===== config.mk =====
export PLATFORM = sky130hd
export DESIGN_NAME = mhst_front
export DESIGN_NICKNAME = d
export VERILOG_FILES = /design/src/rtl/mhst_pkg.sv /design/src/rtl/mhst_front.sv
export SDC_FILE = /design/constraint.sdc
export NUM_CORES = 1
export LEC_CHECK = 0
export BUFFER_PORTS_ARGS = -buffer_cell sky130_fd_sc_hd__buf_2
export CAP_MARGIN = 20
export CORE_MARGIN = 8
export CORE_UTILIZATION = 39
export DETAILED_ROUTE_END_ITERATION = 16
export PLACE_DENSITY = 0.91
export SETUP_SLACK_MARGIN = 0.15
export SYNTH_ARGS = -nofsm -noshare
export SYNTH_HDL_FRONTEND = slang
export SYNTH_SLANG_ARGS = --single-unit

===== constraint.sdc =====
create_clock -name vclk -period 5
set_input_delay 0.5 -clock vclk [all_inputs]
set_output_delay 0.5 -clock vclk [all_outputs]
set_load 0.02 [all_outputs]

===== src/rtl/mhst_pkg.sv =====
package mhst_pkg;

    // Table geometry
    localparam int NUM_SQUARES = 64;
    localparam int PIECE_KINDS = 6;
    localparam int QUIET_DEPTH = 2 * PIECE_KINDS * NUM_SQUARES;
    localparam int CAP_DEPTH   = 2 * PIECE_KINDS * PIECE_KINDS;
    localparam int QIDX_W      = $clog2(QUIET_DEPTH);
    localparam int CIDX_W      = $clog2(CAP_DEPTH);

    // Field widths
    localparam int MOVE_W  = 20;
    localparam int BONUS_W = 16;
    localparam int SCORE_W = 32;
    localparam int LIMIT_W = 16;
    localparam int CODE_W  = 3;
    localparam int TGT_W   = 6;

    // Move word layout
    localparam int TGT_LSB   = 6;
    localparam int SIDE_BIT  = 12;
    localparam int PIECE_LSB = 13;
    localparam int CAP_LSB   = 17;

    // Arithmetic widths: bonus * entry, its magnitude, and the final sum
    localparam int PROD_W = BONUS_W + SCORE_W;
    localparam int DIVD_W = PROD_W - 1;
    localparam int SUM_W  = PROD_W + 1;

    localparam int                 CAPTURE_WEIGHT = 10000;
    localparam logic [LIMIT_W-1:0] LIMIT_RESET    = 16'd27000;

    localparam int QUEUE_DEPTH = 2;
    localparam int QPTR_W      = $clog2(QUEUE_DEPTH);
    localparam int QCNT_W      = $clog2(QUEUE_DEPTH + 1);

    // APB register file
    localparam int PADDR_W = 3;
    localparam int PDATA_W = 32;

    typedef enum logic {
        REG_QUIET_LIMIT = 1'b0,
        REG_NOISY_LIMIT = 1'b1
    } t_reg;

    typedef enum logic [1:0] {
        OP_SCORE     = 2'd0,
        OP_UPD_QUIET = 2'd1,
        OP_UPD_CAP   = 2'd2,
        OP_CLEAR     = 2'd3
    } t_op;

    // Classified command kinds
    typedef enum logic [2:0] {
        CMD_SCORE_Q = 3'd0,
        CMD_SCORE_C = 3'd1,
        CMD_UPD_Q   = 3'd2,
        CMD_UPD_C   = 3'd3,
        CMD_CLEAR   = 3'd4,
        CMD_BAD     = 3'd5
    } t_kind;

    typedef struct packed {
        t_kind                      kind;
        logic [QIDX_W-1:0]          q_idx;
        logic [CIDX_W-1:0]          c_idx;
        logic [CODE_W-1:0]          cap;
        logic signed [BONUS_W-1:0]  bonus;
    } t_cmd;

    typedef enum logic [2:0] {
        ST_CLEAR    = 3'd0,
        ST_IDLE     = 3'd1,
        ST_READ     = 3'd2,
        ST_EXEC     = 3'd3,
        ST_DIV_GO   = 3'd4,
        ST_DIV_WAIT = 3'd5,
        ST_FINISH   = 3'd6,
        ST_DONE     = 3'd7
    } t_state;

endpackage


===== src/rtl/mhst_front.sv =====
module mhst_front (
    input  logic                                  i_valid,
    input  logic [1:0]                            i_operation,
    input  logic [mhst_pkg::MOVE_W-1:0]           i_move_word,
    input  logic signed [mhst_pkg::BONUS_W-1:0]   i_bonus,
    input  logic                                  i_enable,
    output logic                                  o_ready,
    output logic                                  o_push_valid,
    output mhst_pkg::t_cmd                        o_push_cmd,
    input  logic                                  i_push_ready
);

    mhst_pkg::t_op                       op;
    logic [mhst_pkg::TGT_W-1:0]          target;
    logic                                side;
    logic [mhst_pkg::CODE_W-1:0]         piece;
    logic [mhst_pkg::CODE_W-1:0]         cap;
    logic                                piece_ok;
    logic                                cap_ok;
    logic                                use_cap;

    // Handshake: hold off while the tables are being cleared after reset
    assign o_ready      = i_push_ready && i_enable;
    assign o_push_valid = i_valid && i_enable;

    // Unpack the move word
    assign op     = mhst_pkg::t_op'(i_operation);
    assign target = i_move_word[mhst_pkg::TGT_LSB +: mhst_pkg::TGT_W];
    assign side   = i_move_word[mhst_pkg::SIDE_BIT];
    assign piece  = i_move_word[mhst_pkg::PIECE_LSB +: mhst_pkg::CODE_W];
    assign cap    = i_move_word[mhst_pkg::CAP_LSB +: mhst_pkg::CODE_W];

    // Code checks and table selection
    always_comb begin
        piece_ok = (int'(piece) >= 2) && (int'(piece) <= mhst_pkg::PIECE_KINDS + 1);
        cap_ok   = (cap == '0) ||
                   ((int'(cap) >= 2) && (int'(cap) <= mhst_pkg::PIECE_KINDS + 1));
        use_cap  = (op == mhst_pkg::OP_UPD_CAP) || ((op == mhst_pkg::OP_SCORE) && (cap != '0));
        // capture update with nothing captured
        if ((op == mhst_pkg::OP_UPD_CAP) && (cap == '0)) begin
            cap_ok = 1'b0;
        end
        // target off the board for quiet accesses
        if (!use_cap && (int'(target) >= mhst_pkg::NUM_SQUARES)) begin
            piece_ok = 1'b0;
        end
    end

    // Build the command
    always_comb begin
        o_push_cmd.q_idx = mhst_pkg::QIDX_W'((int'(side) * mhst_pkg::PIECE_KINDS
                           + int'(piece) - 2) * mhst_pkg::NUM_SQUARES + int'(target));
        o_push_cmd.c_idx = mhst_pkg::CIDX_W'((int'(side) * mhst_pkg::PIECE_KINDS
                           + int'(piece) - 2) * mhst_pkg::PIECE_KINDS + int'(cap) - 2);
        o_push_cmd.cap   = cap;
        o_push_cmd.bonus = i_bonus;
        case (op)
            mhst_pkg::OP_CLEAR: begin
                o_push_cmd.kind = mhst_pkg::CMD_CLEAR;
            end
            mhst_pkg::OP_SCORE: begin
                if (!piece_ok || !cap_ok) begin
                    o_push_cmd.kind = mhst_pkg::CMD_BAD;
                end else if (use_cap) begin
                    o_push_cmd.kind = mhst_pkg::CMD_SCORE_C;
                end else begin
                    o_push_cmd.kind = mhst_pkg::CMD_SCORE_Q;
                end
            end
            mhst_pkg::OP_UPD_QUIET: begin
                o_push_cmd.kind = (piece_ok && cap_ok) ? mhst_pkg::CMD_UPD_Q
                                                       : mhst_pkg::CMD_BAD;
            end
            mhst_pkg::OP_UPD_CAP: begin
                o_push_cmd.kind = (piece_ok && cap_ok) ? mhst_pkg::CMD_UPD_C
                                                       : mhst_pkg::CMD_BAD;
            end
            default: begin
                o_push_cmd.kind = mhst_pkg::CMD_BAD;
            end
        endcase
    end

endmodule


==> impl_metrics.tcl <==
set metrics [dict create \
    syn_area_per_cell_um2 7.546 \
    max_cap_violations 0 \
    nClkBuffers 0 \
    finalCritPeriodShare_pct 79.50 \
    worstPathMaxFanout 3 \
    synthesis.area_um2 732.0 \
    finalSetupViolations 0 \
    p_comb_share_pct 100.0 \
    fp.dieW_um 59.32 \
    cts_hold_buf 0 \
    internal-power_uw 93.97 \
    antenna_cells 0 \
    register_area_um2 0 \
    fillers 197 \
    cp.arrival_ns 3.48 \
    final_util_pct 41.00 \
    dp_hpwl_um 1499 \
    crit_type "primary input to output port" \
    drt_iter0_drc 6 \
    ys_warn_count 0 \
    rsz0062_at_grt "no" \
    ys_types 16 \
    io_pins 82 \
    syn2layout_area_growth_pct -2.222 \
    overflow 0 \
    slew_headroom_pct 80.68 \
    drv_slew 0 \
    vias 568 \
    antenna_found_initial 0 \
    vias_per_cell 4.508 \
    totalPowerFinal_uw 230.0 \
    tightest_slew_ns 0.2887 \
    fmax_mhz 251.6 \
    swShare_pct 59.14 \
    power.switching_uw 136.0 \
    p_clk_share_pct 0 \
    cts_setup_buffers 0 \
    fin_nets 164 \
    port_buffers 31 \
    final_hold_viol_count 0 \
    grt_pass1_vias 612 \
    dr.pass1.iters 4 \
    initial_core_util_pct 41.94 \
    worst_ep_required_time_ns 4.50 \
    syn_inst 97 \
    start_kind "primary input" \
    gp_congestion 0.7206 \
    power_frac_seq_pct 0 \
    ir_worst_vdd_mv 0.1670 \
    setup_tns_ns 0 \
    ant_nets 0 \
    nFlopsAndLatches 0 \
    wirelength_um 1573 \
    cts_resized 0 \
    grt_max_degree 6 \
    die_h_um 59.32 \
    dieArea_um2 3519 \
    min_path_type "primary input to output port" \
    grt_pass1_wl_um 2449 \
    wl_per_cell_um 12.48 \
    status "finished, final reports clean" \
    drive_gt1_share_pct 30.69 \
    p_per_area_nw_per_um2 321.4 \
    drc 0 \
    ys_seq_area_share_pct 0 \
    placementRows 15 \
    grtUsageTotal_pct 8.242 \
    p_leak_uw 0.0004510 \
    post-route-min-period_ns 3.975 \
    core_um2 1745 \
    synth_nets 158 \
    worst_setup_path_end_kind "output port" \
]
-- layout by cell type (no fill, tap or decap), drive strengths merged --
cell type   n
a21o        2
a21oi       6
a31oi       1
and2        2
buf        31
fa          3
ha         17
inv        22
nand2       1
nand2b      1
nor2        5
nor2b       1
nor4b       1
o21bai      1
o22ai       1
xnor2       6
-- critical path, cell delays in order --
cell and delay [ns]:
buf_2 0.12, inv_1 0.08, ha_1 0.14, inv_1 0.06
fa_1 0.48, inv_1 0.07, ha_1 0.29, ha_1 0.22
fa_1 0.51, inv_1 0.05, ha_1 0.31, a21o_1 0.17
a21oi_1 0.16, xnor2_1 0.13, buf_2 0.18
-- Yosys cell counts (all sizes together) --
master	number	area share [%]
and2	2	1.7
o21bai	1	1.0
inv	22	11
a21o	2	2.1
a21oi	6	4.1
buf	27	28
xnor2	6	7.2
nand2	1	0.51
o22ai	1	0.86
fa	3	8.2
nand2b	1	0.86
nor4b	1	1.2
a31oi	1	0.86
nor2b	1	0.86
ha	17	29
nor2	5	2.6
-- power groups by stage --
stage / registers, uW / clock network, uW / logic [uW]
floorplan: 0 / 0 / 197
global placement: 0 / 0 / 229
detailed placement: 0 / 0 / 235
CTS: 0 / 0 / 236
global route: 0 / 0 / 262
finish: 0 / 0 / 230
-- path summary, 6_finish.rpt --
path	slack, ns	start	end	depth (start not counted)
setup / recovery	1.02	i_move_word[12]	o_push_cmd[25]	15
hold / removal	1.00	i_move_word[7]	o_push_cmd[27]	0
-- stage by stage --
stage          instances  cell area, um^2  hold WS [ns]  setup WS, ns
2_1_floorplan         97            732.0         1.113         1.220
3_3_place_gp         126            715.7         1.000         1.067
3_5_place_dp         126            715.7         1.000        0.9846
4_1_cts              126            715.7         1.000        0.9883
5_1_grt              126            715.7         1.000        0.8060
6_report             126            715.7         1.000         1.025
-- layer usage --
layer / GRT usage [%] / vias to the layer above / routed length [um]
met5: 0 / - / 0
met4: 2.048 / 0 / 48
met3: 4.121 / 8 / 246
met2: 14.79 / 46 / 751
met1: 8.161 / 234 / 526
li1: - / 280 / -
-- cell families (layout without fill, tap and decap cells) --
logic type | after synthesis | in the layout | synth area share, %
AOI/OAI and AO/OA | 11 | 11 | 8.890
and+or+nand+nor | 11 | 11 | 7.693
xor gates and xnor gates | 6 | 6 | 7.179
buffers and inverters | 49 | 53 | 38.97
adders and majority gates | 20 | 20 | 37.26
-- cell type report --
| cell class | count | area [um^2] | area share (%) |
|---|---|---|---|
| multi-input combinational | 48 | 446.7 | 62.41 |
| timing repair buffer | 31 | 155.1 | 21.68 |
| inverter | 22 | 82.58 | 11.54 |
| tap | 25 | 31.28 | 4.371 |
Power figures use the tool's default switching activity.
