`src/rtl/mhst_pkg.sv`:
```
package mhst_pkg;

    // Table geometry
    localparam int NUM_SQUARES = 64;
    localparam int PIECE_KINDS = 6;
    localparam int QUIET_DEPTH = 2 * PIECE_KINDS * NUM_SQUARES;
    localparam int CAP_DEPTH   = 2 * PIECE_KINDS * PIECE_KINDS;
    localparam int QIDX_W      = $clog2(QUIET_DEPTH);
    localparam int CIDX_W      = $clog2(CAP_DEPTH);

    // Field widths
    localparam int MOVE_W  = 20;
    localparam int BONUS_W = 16;
    localparam int SCORE_W = 32;
    localparam int LIMIT_W = 16;
    localparam int CODE_W  = 3;
    localparam int TGT_W   = 6;

    // Move word layout
    localparam int TGT_LSB   = 6;
    localparam int SIDE_BIT  = 12;
    localparam int PIECE_LSB = 13;
    localparam int CAP_LSB   = 17;

    // Arithmetic widths: bonus * entry, its magnitude, and the final sum
    localparam int PROD_W = BONUS_W + SCORE_W;
    localparam int DIVD_W = PROD_W - 1;
    localparam int SUM_W  = PROD_W + 1;

    localparam int                 CAPTURE_WEIGHT = 10000;
    localparam logic [LIMIT_W-1:0] LIMIT_RESET    = 16'd27000;

    localparam int QUEUE_DEPTH = 2;
    localparam int QPTR_W      = $clog2(QUEUE_DEPTH);
    localparam int QCNT_W      = $clog2(QUEUE_DEPTH + 1);

    // APB register file
    localparam int PADDR_W = 3;
    localparam int PDATA_W = 32;

    typedef enum logic {
        REG_QUIET_LIMIT = 1'b0,
        REG_NOISY_LIMIT = 1'b1
    } t_reg;

    typedef enum logic [1:0] {
        OP_SCORE     = 2'd0,
        OP_UPD_QUIET = 2'd1,
        OP_UPD_CAP   = 2'd2,
        OP_CLEAR     = 2'd3
    } t_op;

    // Classified command kinds
    typedef enum logic [2:0] {
        CMD_SCORE_Q = 3'd0,
        CMD_SCORE_C = 3'd1,
        CMD_UPD_Q   = 3'd2,
        CMD_UPD_C   = 3'd3,
        CMD_CLEAR   = 3'd4,
        CMD_BAD     = 3'd5
    } t_kind;

    typedef struct packed {
        t_kind                      kind;
        logic [QIDX_W-1:0]          q_idx;
        logic [CIDX_W-1:0]          c_idx;
        logic [CODE_W-1:0]          cap;
        logic signed [BONUS_W-1:0]  bonus;
    } t_cmd;

    typedef enum logic [2:0] {
        ST_CLEAR    = 3'd0,
        ST_IDLE     = 3'd1,
        ST_READ     = 3'd2,
        ST_EXEC     = 3'd3,
        ST_DIV_GO   = 3'd4,
        ST_DIV_WAIT = 3'd5,
        ST_FINISH   = 3'd6,
        ST_DONE     = 3'd7
    } t_state;

endpackage

```
`src/rtl/mhst_queue.sv`:
```
module mhst_queue (
    input  logic            i_clk,
    input  logic            i_rst_n,
    input  logic            i_push_valid,
    input  mhst_pkg::t_cmd  i_push_cmd,
    output logic            o_push_ready,
    output logic            o_pop_valid,
    output mhst_pkg::t_cmd  o_pop_cmd,
    input  logic            i_pop_ready
);

    mhst_pkg::t_cmd               r_slot [mhst_pkg::QUEUE_DEPTH];
    logic [mhst_pkg::QPTR_W-1:0]  r_wr_ptr;
    logic [mhst_pkg::QPTR_W-1:0]  r_rd_ptr;
    logic [mhst_pkg::QCNT_W-1:0]  r_count;
    logic [mhst_pkg::QPTR_W-1:0]  n_wr_ptr;
    logic [mhst_pkg::QPTR_W-1:0]  n_rd_ptr;
    logic                         push;
    logic                         pop;

    assign o_push_ready = (r_count != mhst_pkg::QCNT_W'(mhst_pkg::QUEUE_DEPTH));
    assign o_pop_valid  = (r_count != '0);
    assign o_pop_cmd    = r_slot[r_rd_ptr];
    assign push         = i_push_valid && o_push_ready;
    assign pop          = o_pop_valid && i_pop_ready;

    // Pointer wrap
    always_comb begin
        n_wr_ptr = (r_wr_ptr == mhst_pkg::QPTR_W'(mhst_pkg::QUEUE_DEPTH - 1)) ? '0
                                                                            : r_wr_ptr + 1'b1;
        n_rd_ptr = (r_rd_ptr == mhst_pkg::QPTR_W'(mhst_pkg::QUEUE_DEPTH - 1)) ? '0
                                                                            : r_rd_ptr + 1'b1;
    end

    // Control state
    always_ff @(posedge i_clk) begin
        if (!i_rst_n) begin
            r_wr_ptr <= '0;
            r_rd_ptr <= '0;
            r_count  <= '0;
        end else begin
            if (push) begin
                r_wr_ptr <= n_wr_ptr;
            end
            if (pop) begin
                r_rd_ptr <= n_rd_ptr;
            end
            if (push && !pop) begin
                r_count <= r_count + 1'b1;
            end else if (pop && !push) begin
                r_count <= r_count - 1'b1;
            end
        end
    end

    // Storage
    always_ff @(posedge i_clk) begin
        if (push) begin
            r_slot[r_wr_ptr] <= i_push_cmd;
        end
    end

endmodule

```
`config.mk`:
```
export PLATFORM = sky130hd
export DESIGN_NAME = mhst_queue
export DESIGN_NICKNAME = d
export VERILOG_FILES = /design/src/rtl/mhst_pkg.sv /design/src/rtl/mhst_queue.sv
export SDC_FILE = /design/constraint.sdc
export NUM_CORES = 1
export LEC_CHECK = 0
export BUFFER_PORTS_ARGS = -buffer_cell sky130_fd_sc_hd__buf_4
export CELL_PAD_IN_SITES_DETAIL_PLACEMENT = 1
export CELL_PAD_IN_SITES_GLOBAL_PLACEMENT = 2
export CORE_ASPECT_RATIO = 1.1
export CORE_UTILIZATION = 37
export CTS_CLUSTER_DIAMETER = 80
export DETAILED_ROUTE_END_ITERATION = 12
export HOLD_SLACK_MARGIN = 0.02
export PLACE_DENSITY_LB_ADDON = 0.05
export RECOVER_POWER = 50
export SLEW_MARGIN = 20
export SYNTH_ARGS = -nofsm -noshare
export SYNTH_HDL_FRONTEND = slang
export SYNTH_SLANG_ARGS = --single-unit
```
`constraint.sdc`:
```
create_clock -name i_clk -period 2.61 [get_ports i_clk]
set_clock_uncertainty 0.15 [all_clocks]
set_input_delay 0 -clock i_clk [delete_from_list [all_inputs] [get_ports i_clk]]
set_output_delay 0 -clock i_clk [all_outputs]
set_load 0.005 [all_outputs]
```
==> summary.txt, run 1 <==
Cells and area
  – Area grow syn2layout: 43.2%
  – Final core utilization: 0.549
  – Share of cells above drive strength 1: 0.458
  – Finished Cell Area: 4370 um^2
  – ANT cells: 0
  – Filler cell count: 767
  – Nets@finish: 323

Logic synthesis
  – Mapped Cells: 145
  – Post-synthesis mux area share: 0.144
  – Synth area leaders: edfxtp_1, mux2_2, dfxtp_1
  – Adder-cell share of the synthesized area: 0.00410
  – Unique masters post-synth: 20
  – Async S/R FF share, synth: 0
  – Compound-gate portion of the synthesized area: 0.0115
  – Simple-gate share of the synthesized area: 0.0213
  – Main combinational cell family by area after synthesis: multiplexers
  – Synthesis Warnings: 0
  – Post-synth EDFFs: 78
  – Post-Synthesis Cell Area: 3050 um^2
  – Synth Area in XOR/XNOR: 0.00862
  – Share of the synthesized area in the top cell type: 0.768
  – Seq cells post-synth: 83
  – Cell with the most instances after synthesis: edfxtp_1
  – Area leader, netlist: edfxtp_1
  – Synthesized Nets: 189
  – Ys flop type: edfxtp_1
  – Register area share after synthesis: 0.801
  – Synthesized area per cell: 21.0 um^2
  – Post-synth top cells: edfxtp_1, mux2_2, dfxtp_1

Routing
  – Metal-1 WL: 2.30 mm
  – Vias: 1752
  – Highest metal used: met4
  – DRC: 0
  – Routed Antenna Nets: 0
  – Iter 0 DRT Violations: 68
  – Vias per cell: 4.47
  – Routed WL per cell: 15.3 um
  – Drt pass-1 iters: 4
  – DR WL met2: 3.42 mm
  – Total Wirelength: 5.99 mm
  – Met3 WL post-DR: 187 um

Placed design
  – GPL Wtd Cong: 0.641
  – HPWL Detailed: 4.05 mm
  – I/O Buffers: 83
  – Post-Place Cell Area: 3820 um^2

Timing
  – Fin. max-slew vios: 0
  – Final setup vio count: 0
  – Achievable frequency: 448 MHz
  – Final Cycle Share: 0.854
  – Count of final hold-check violations: 0
  – Slew Limit Headroom: 0.440
  – Slew at the pin with the worst max-slew slack: 0.840 ns
  – Setup TNS Final: 0 ns
  – Tmin final: 2.23 ns
  – RSZ-0062 raised after global routing: no

Worst setup path
  – Slowest stage delay, CP: 0.78 ns
  – Most common cell on crit path: buf_4
  – Reg2Reg Launch Point: r_count[0]
  – Crit-path cells: buf_4 -> mux2_2 -> buf_4
  – Critical Path Sink Type: output port
  – CP Data Arrival Time: 2.08 ns
  – Crit path to: o_pop_cmd[35]
  – CP max stage cell: dfxtp_1
  – Critical path type: reg2out
  – CP Depth: 3
  – CP max FO: 24
  – R2R depth: 4
  – Worst flop-to-flop path endpoint: r_slot[0][34]
  – Worst setup SP type: register
  – R2R Setup Slk: 0.49 ns
  – Delay-heaviest family, CP: flip-flops
  – Worst EP required: 2.46 ns
  – WP buf/inv: 2

Power
  – Pleak: 1.61 nW
  – Pwr Total: 0.00355 W
  – Max VDD drop: 0.361 mV
  – Power per Cell Area: 814 nW/um^2

Die
  – Die Width: 88.6 um
  – I/O pins: 84
  – Die height: 97.2 um
  – # rows: 34
  – Core area: 7960 um^2
  – Die area: 8610 um^2
  – Initial core utilization: 0.383

GRT
  – Pin count of the biggest net entering global routing: 25
  – Total grt overflow: 0
  – First-pass GRT wire length: 9.58 mm
  – GRT Total Usage: 0.153
  – Initial antenna violation count: 0
  – Vias in the first global route: 2047

Clocking
  – CTS H-tree lvls: 3
  – Clk sinks: 83
  – CTS Buffer Depth: 2
  – CTS Root Cell: clkbuf_8
  – Clk_lat worst skew: 0.33 ns
  – Reg clk slew, reported paths: 0.07 ns
  – TritonCTS Buffers: 9
  – Post-CTS Resized: 0
  – CTS tree: yes

Job
  – Max cap viols: 0

Hold path
  – Worst Hold Class: in2reg

Status
  – Status: completed
[through the flow]
stage               instances  hold slack [ns]  setup WS, ns
finish                    392           0.0734         0.380
global route              392            0.107         0.236
CTS                       392           0.0310         0.504
detailed placement        335           0.0390         0.524
global placement          335           0.0349         0.675
floorplan                 145          -0.0511         0.509
[sequential cells by signal, summed over array words and instances (netlist names), named ones only]
register	flops
r_count	2
r_rd_ptr	1
r_slot	78
r_wr_ptr	1
[how the worst min path moves through the flow]
stage / start / depth (start not counted) / slack [ns] / to
floorplan: i_push_cmd[0] / 0 / -0.05 / r_slot[0][0]
global placement: i_push_cmd[7] / 1 / 0.03 / r_slot[1][7]
detailed placement: i_push_cmd[7] / 1 / 0.04 / r_slot[1][7]
CTS: i_pop_ready / 4 / 0.03 / register
global route: i_pop_ready / 4 / 0.11 / r_rd_ptr
finish: i_pop_ready / 4 / 0.07 / register
[where the power goes]
group,switching (W),total [W],internal (W),leakage (nW)
Sequential,0.0000841,0.00175,0.00166,0.770
Clock,0.000407,0.000847,0.000440,0.0971
Combinational,0.000390,0.000959,0.000569,0.740
Total,0.000881,0.00355,0.00267,1.61
[logic make-up after synthesis]
logic type / count (synthesis)
DFF: 83
muxes: 39
and+or+nand+nor: 9
AOI/OAI and AO/OA: 5
buffers and inverters: 5
xor gates and xnor gates: 3
adders and majority gates: 1
[cell type report]
cell class	count	area (um^2)	share of cell area
flip-flops and latches	83	2440	0.559
repair buffers	127	1030	0.236
multi-input cells	57	571	0.131
well taps	108	135	0.0309
clock buffers	11	131	0.0301
clock inverters	5	53.8	0.0123
inverters	1	3.75	0.000859
[layer usage]
metal	track usage	vias to the layer above
met5	0	-
met4	0.0670	0
met3	0.0280	9
met2	0.289	48
met1	0.159	864
li1	-	831
[cell usage in the layout, fill, tap and decap left out, types with 3 or more instances in the layout]
| cell type | synthesis | final |
|---|---|---|
| clkbuf_8 | 0 | 9 |
| edfxtp_1 | 78 | 78 |
| mux2_2 | 39 | 38 |
| buf_4 | 2 | 31 |
| clkbuf_1 | 0 | 12 |
| dlygate4sd3_1 | 0 | 41 |
| clkbuf_4 | 0 | 44 |
| clkinv_2 | 0 | 3 |
| dfxtp_1 | 5 | 5 |
[what timing repair did]
item,in CTS,in global routing
setup buffers,0,0
endpoints found under the setup margin,0,0
hold buffers,41,0
hold endpoints to repair,83,0
[worst reg2reg max path: stages, from the launching register on]
cell	delay, ns
dfxtp_1	0.36
nand2b_1	0.22
nand3b_1	0.13
clkinv_1	0.50
buf_4	0.47
(Power assumes the default switching activity.)
==> run 2: changes to the inputs <==
Settings changed: ABC_AREA set to 1, CELL_PAD_IN_SITES_DETAIL_PLACEMENT 1 to unset, CELL_PAD_IN_SITES_GLOBAL_PLACEMENT 2 to unset, CORE_UTILIZATION 37 to 40.
==> run 2 against run 1 <==
  * Via count rose by 1.1%
  * Fmax rose by 2.0%
  * Sequential cell count did not move
  * Global-route usage fell by 1.5 points
  * Total power rose by 2.9%
  * Critical path depth rose by 2
  * Clock power rose by 12%
  * Die area fell by 5.8%
  * Synthesized cell count rose by 9.0%
  * Count of clock-buffer cells in the layout did not move
  * Combinational power fell by 2.8%
  * Hold slack got worse by 0.032 ns
  * Largest cell class unchanged
  * Largest power group unchanged
  * Highest routed layer unchanged
==> summary.txt, run 2 <==
Routing
  – Vias per cell: 4.38
  – Routed WL per cell: 12.7 um
  – Vias: 1772
  – Routed Antenna Nets: 0
  – Drt pass-1 iters: 4
  – Iter 0 DRT Violations: 44
  – Total Wirelength: 5.14 mm
  – DRC: 0

Worst setup path
  – Worst flop-to-flop path endpoint: r_slot[0][22]
  – Crit-path cells: inv_1 -> nand2_1 -> nand2_1 -> nor2_4 -> clkbuf_1
  – Slowest stage delay, CP: 0.80 ns
  – Crit path to: r_slot[0][22]
  – R2R Setup Slk: 0.42 ns
  – CP max stage cell: clkbuf_1
  – CP max FO: 18
  – Critical path launch point: r_count[0]
  – Critical Path Sink Type: register
  – Critical path type: reg2reg
  – CP Data Arrival Time: 1.99 ns
  – Worst setup SP type: register
  – Reg2Reg Launch Point: r_count[0]
  – Worst EP required: 2.41 ns
  – Most common cell on crit path: nand2_1
  – R2R depth: 5

Cells and area
  – Reg area: 2440 um^2
  – Final core utilization: 0.597
  – Finished Layout Cells: 405
  – Most common cell after layout, fill and taps aside: edfxtp_1
  – Max reg flops: 78
  – Area grow syn2layout: 43.9%
  – Share of cells above drive strength 1: 0.453
  – Finished Cell Area: 4460 um^2
  – Top reg by flops: r_slot
  – Most frequent cells in the layout: edfxtp_1, buf_4, dlygate4sd3_1
  – ANT cells: 0
  – Largest regs: r_slot x78, r_count x2
  – Nets@finish: 339
  – Filler cell count: 609
  – Area of the multi-input gates: 602 um^2

Timing
  – Final Cycle Share: 0.838
  – Slew Limit Headroom: 0.285
  – Fin. max-slew vios: 0
  – Tmin final: 2.19 ns
  – Count of final hold-check violations: 0
  – PnR worst setup slack: 0.424 ns
  – Final setup vio count: 0
  – RSZ-0062 raised after global routing: no
  – Achievable frequency: 457 MHz
  – Slew at the pin with the worst max-slew slack: 1.07 ns

Die
  – Die height: 94.3 um
  – Die Width: 85.9 um
  – Core area: 7470 um^2
  – # rows: 33
  – Initial core utilization: 0.415
  – I/O pins: 84
  – Die area: 8110 um^2

GRT
  – Vias in the first global route: 1799
  – First-pass GRT wire length: 8.09 mm
  – Initial antenna violation count: 0
  – Total grt overflow: 0
  – GRT Total Usage: 0.138
  – Pin count of the biggest net entering global routing: 25

Power
  – Power per Cell Area: 820 nW/um^2
  – Pleak: 1.70 nW
  – Max VDD drop: 0.426 mV

Clocking
  – Reg clk slew, reported paths: 0.07 ns
  – CTS tree: yes
  – CTS Root Cell: clkbuf_8
  – Clk sinks: 83
  – Clk_lat worst skew: 0.33 ns
  – TritonCTS Buffers: 9
  – CTS H-tree lvls: 3
  – CTS Buffer Depth: 2

Logic synthesis
  – Seq cells post-synth: 83
  – Adder-cell share of the synthesized area: 0.00404
  – Synthesis Warnings: 0
  – Post-synthesis mux area share: 0.154
  – Compound-gate portion of the synthesized area: 0.00726
  – Main combinational cell family by area after synthesis: multiplexers
  – Post-Synthesis Cell Area: 3100 um^2
  – Area leader, netlist: edfxtp_1
  – Post-synth EDFFs: 78
  – Synth Area in XOR/XNOR: 0
  – Synth area leaders: edfxtp_1, mux2_2, mux2_4
  – Synthesized Nets: 202
  – Async S/R FF share, synth: 0
  – Mapped Cells: 158
  – Ys flop type: edfxtp_1
  – Cell with the most instances after synthesis: edfxtp_1
  – Share of the synthesized area in the top cell type: 0.755
  – Synthesized area per cell: 19.6 um^2
  – Register area share after synthesis: 0.788
  – Post-synth top cells: edfxtp_1, mux2_2, mux2_4
  – Unique masters post-synth: 16
  – Simple-gate share of the synthesized area: 0.0242

Hold path
  – Worst Hold Class: in2reg
  – Hold path depth: 4

Placed design
  – Place WS: 0.900 ns
  – GPL Wtd Cong: 0.704
  – Post-Place Cell Area: 3870 um^2
  – I/O Buffers: 83
  – Dpl cells: 348
  – HPWL Detailed: 3.29 mm

Status
  – Status: completed

Job
  – Max cap viols: 0
run 2: layout make-up:
| cell class | count | share of cell area |
|---|---|---|
| repair buffers | 130 | 0.234 |
| well taps | 105 | 0.0295 |
| multi-input cells | 63 | 0.135 |
| clock inverters | 5 | 0.0174 |
| clock buffers | 11 | 0.0295 |
| inverters | 8 | 0.00673 |
| flip-flops and latches | 83 | 0.548 |
run 2: report_power, final:
part | leakage, nW | internal (W) | switching (W)
clock network | 0.103 | 0.000536 | 0.000413
registers | 0.769 | 0.00169 | 0.0000913
logic | 0.828 | 0.000549 | 0.000382
total | 1.70 | 0.00277 | 0.000886
run 2: how the worst min path moves through the flow:
stage                         from  slack, ns       endpoint
floorplan            i_push_cmd[0]      -0.05   r_slot[0][0]
global placement    i_push_cmd[34]       0.04  r_slot[0][34]
detailed placement  i_push_cmd[31]       0.04  r_slot[0][31]
CTS                   i_push_valid       0.02       r_wr_ptr
global route          i_push_valid       0.07       r_wr_ptr
finish                i_push_valid       0.04       r_wr_ptr
run 2: what timing repair did:
item | 4_1_cts | 5_1_grt
endpoints found under the hold margin | 83 | 0
buffers inserted | 0 | 0
gates resized for setup | 0 | 0
hold buffers | 41 | 0
run 2: through the flow:
step,hold slack (ns),power [W],TNS (ns)
4_1_cts,0.0213,0.00372,0
3_3_place_gp,0.0353,0.00271,0
2_1_floorplan,-0.0511,0.00228,-16.32
6_report,0.0414,0.00366,0
5_1_grt,0.0701,0.00384,0
3_5_place_dp,0.0374,0.00272,0
run 2: logic make-up after synthesis:
kind of cell	after synthesis
muxes	39
adders and majority gates	1
AOI/OAI and AO/OA	4
and+or+nand+nor	19
DFF	83
buffers and inverters	12
run 2: metal layers:
layer  GRT usage  routed length, um  vias to the layer above
met5           0                  0                        -
met2       0.225               2600                       50
met4      0.0875                 83                        0
li1            -                  -                      871
met1       0.167               2260                      843
met3      0.0297                194                        8
run 2: worst max-delay path: cells and delay by family (launching register included):
kind                   cells  cell delay, ns
buffers and inverters      2            0.90
AND/OR/NAND/NOR            3            0.38
flip-flops                 1            0.36
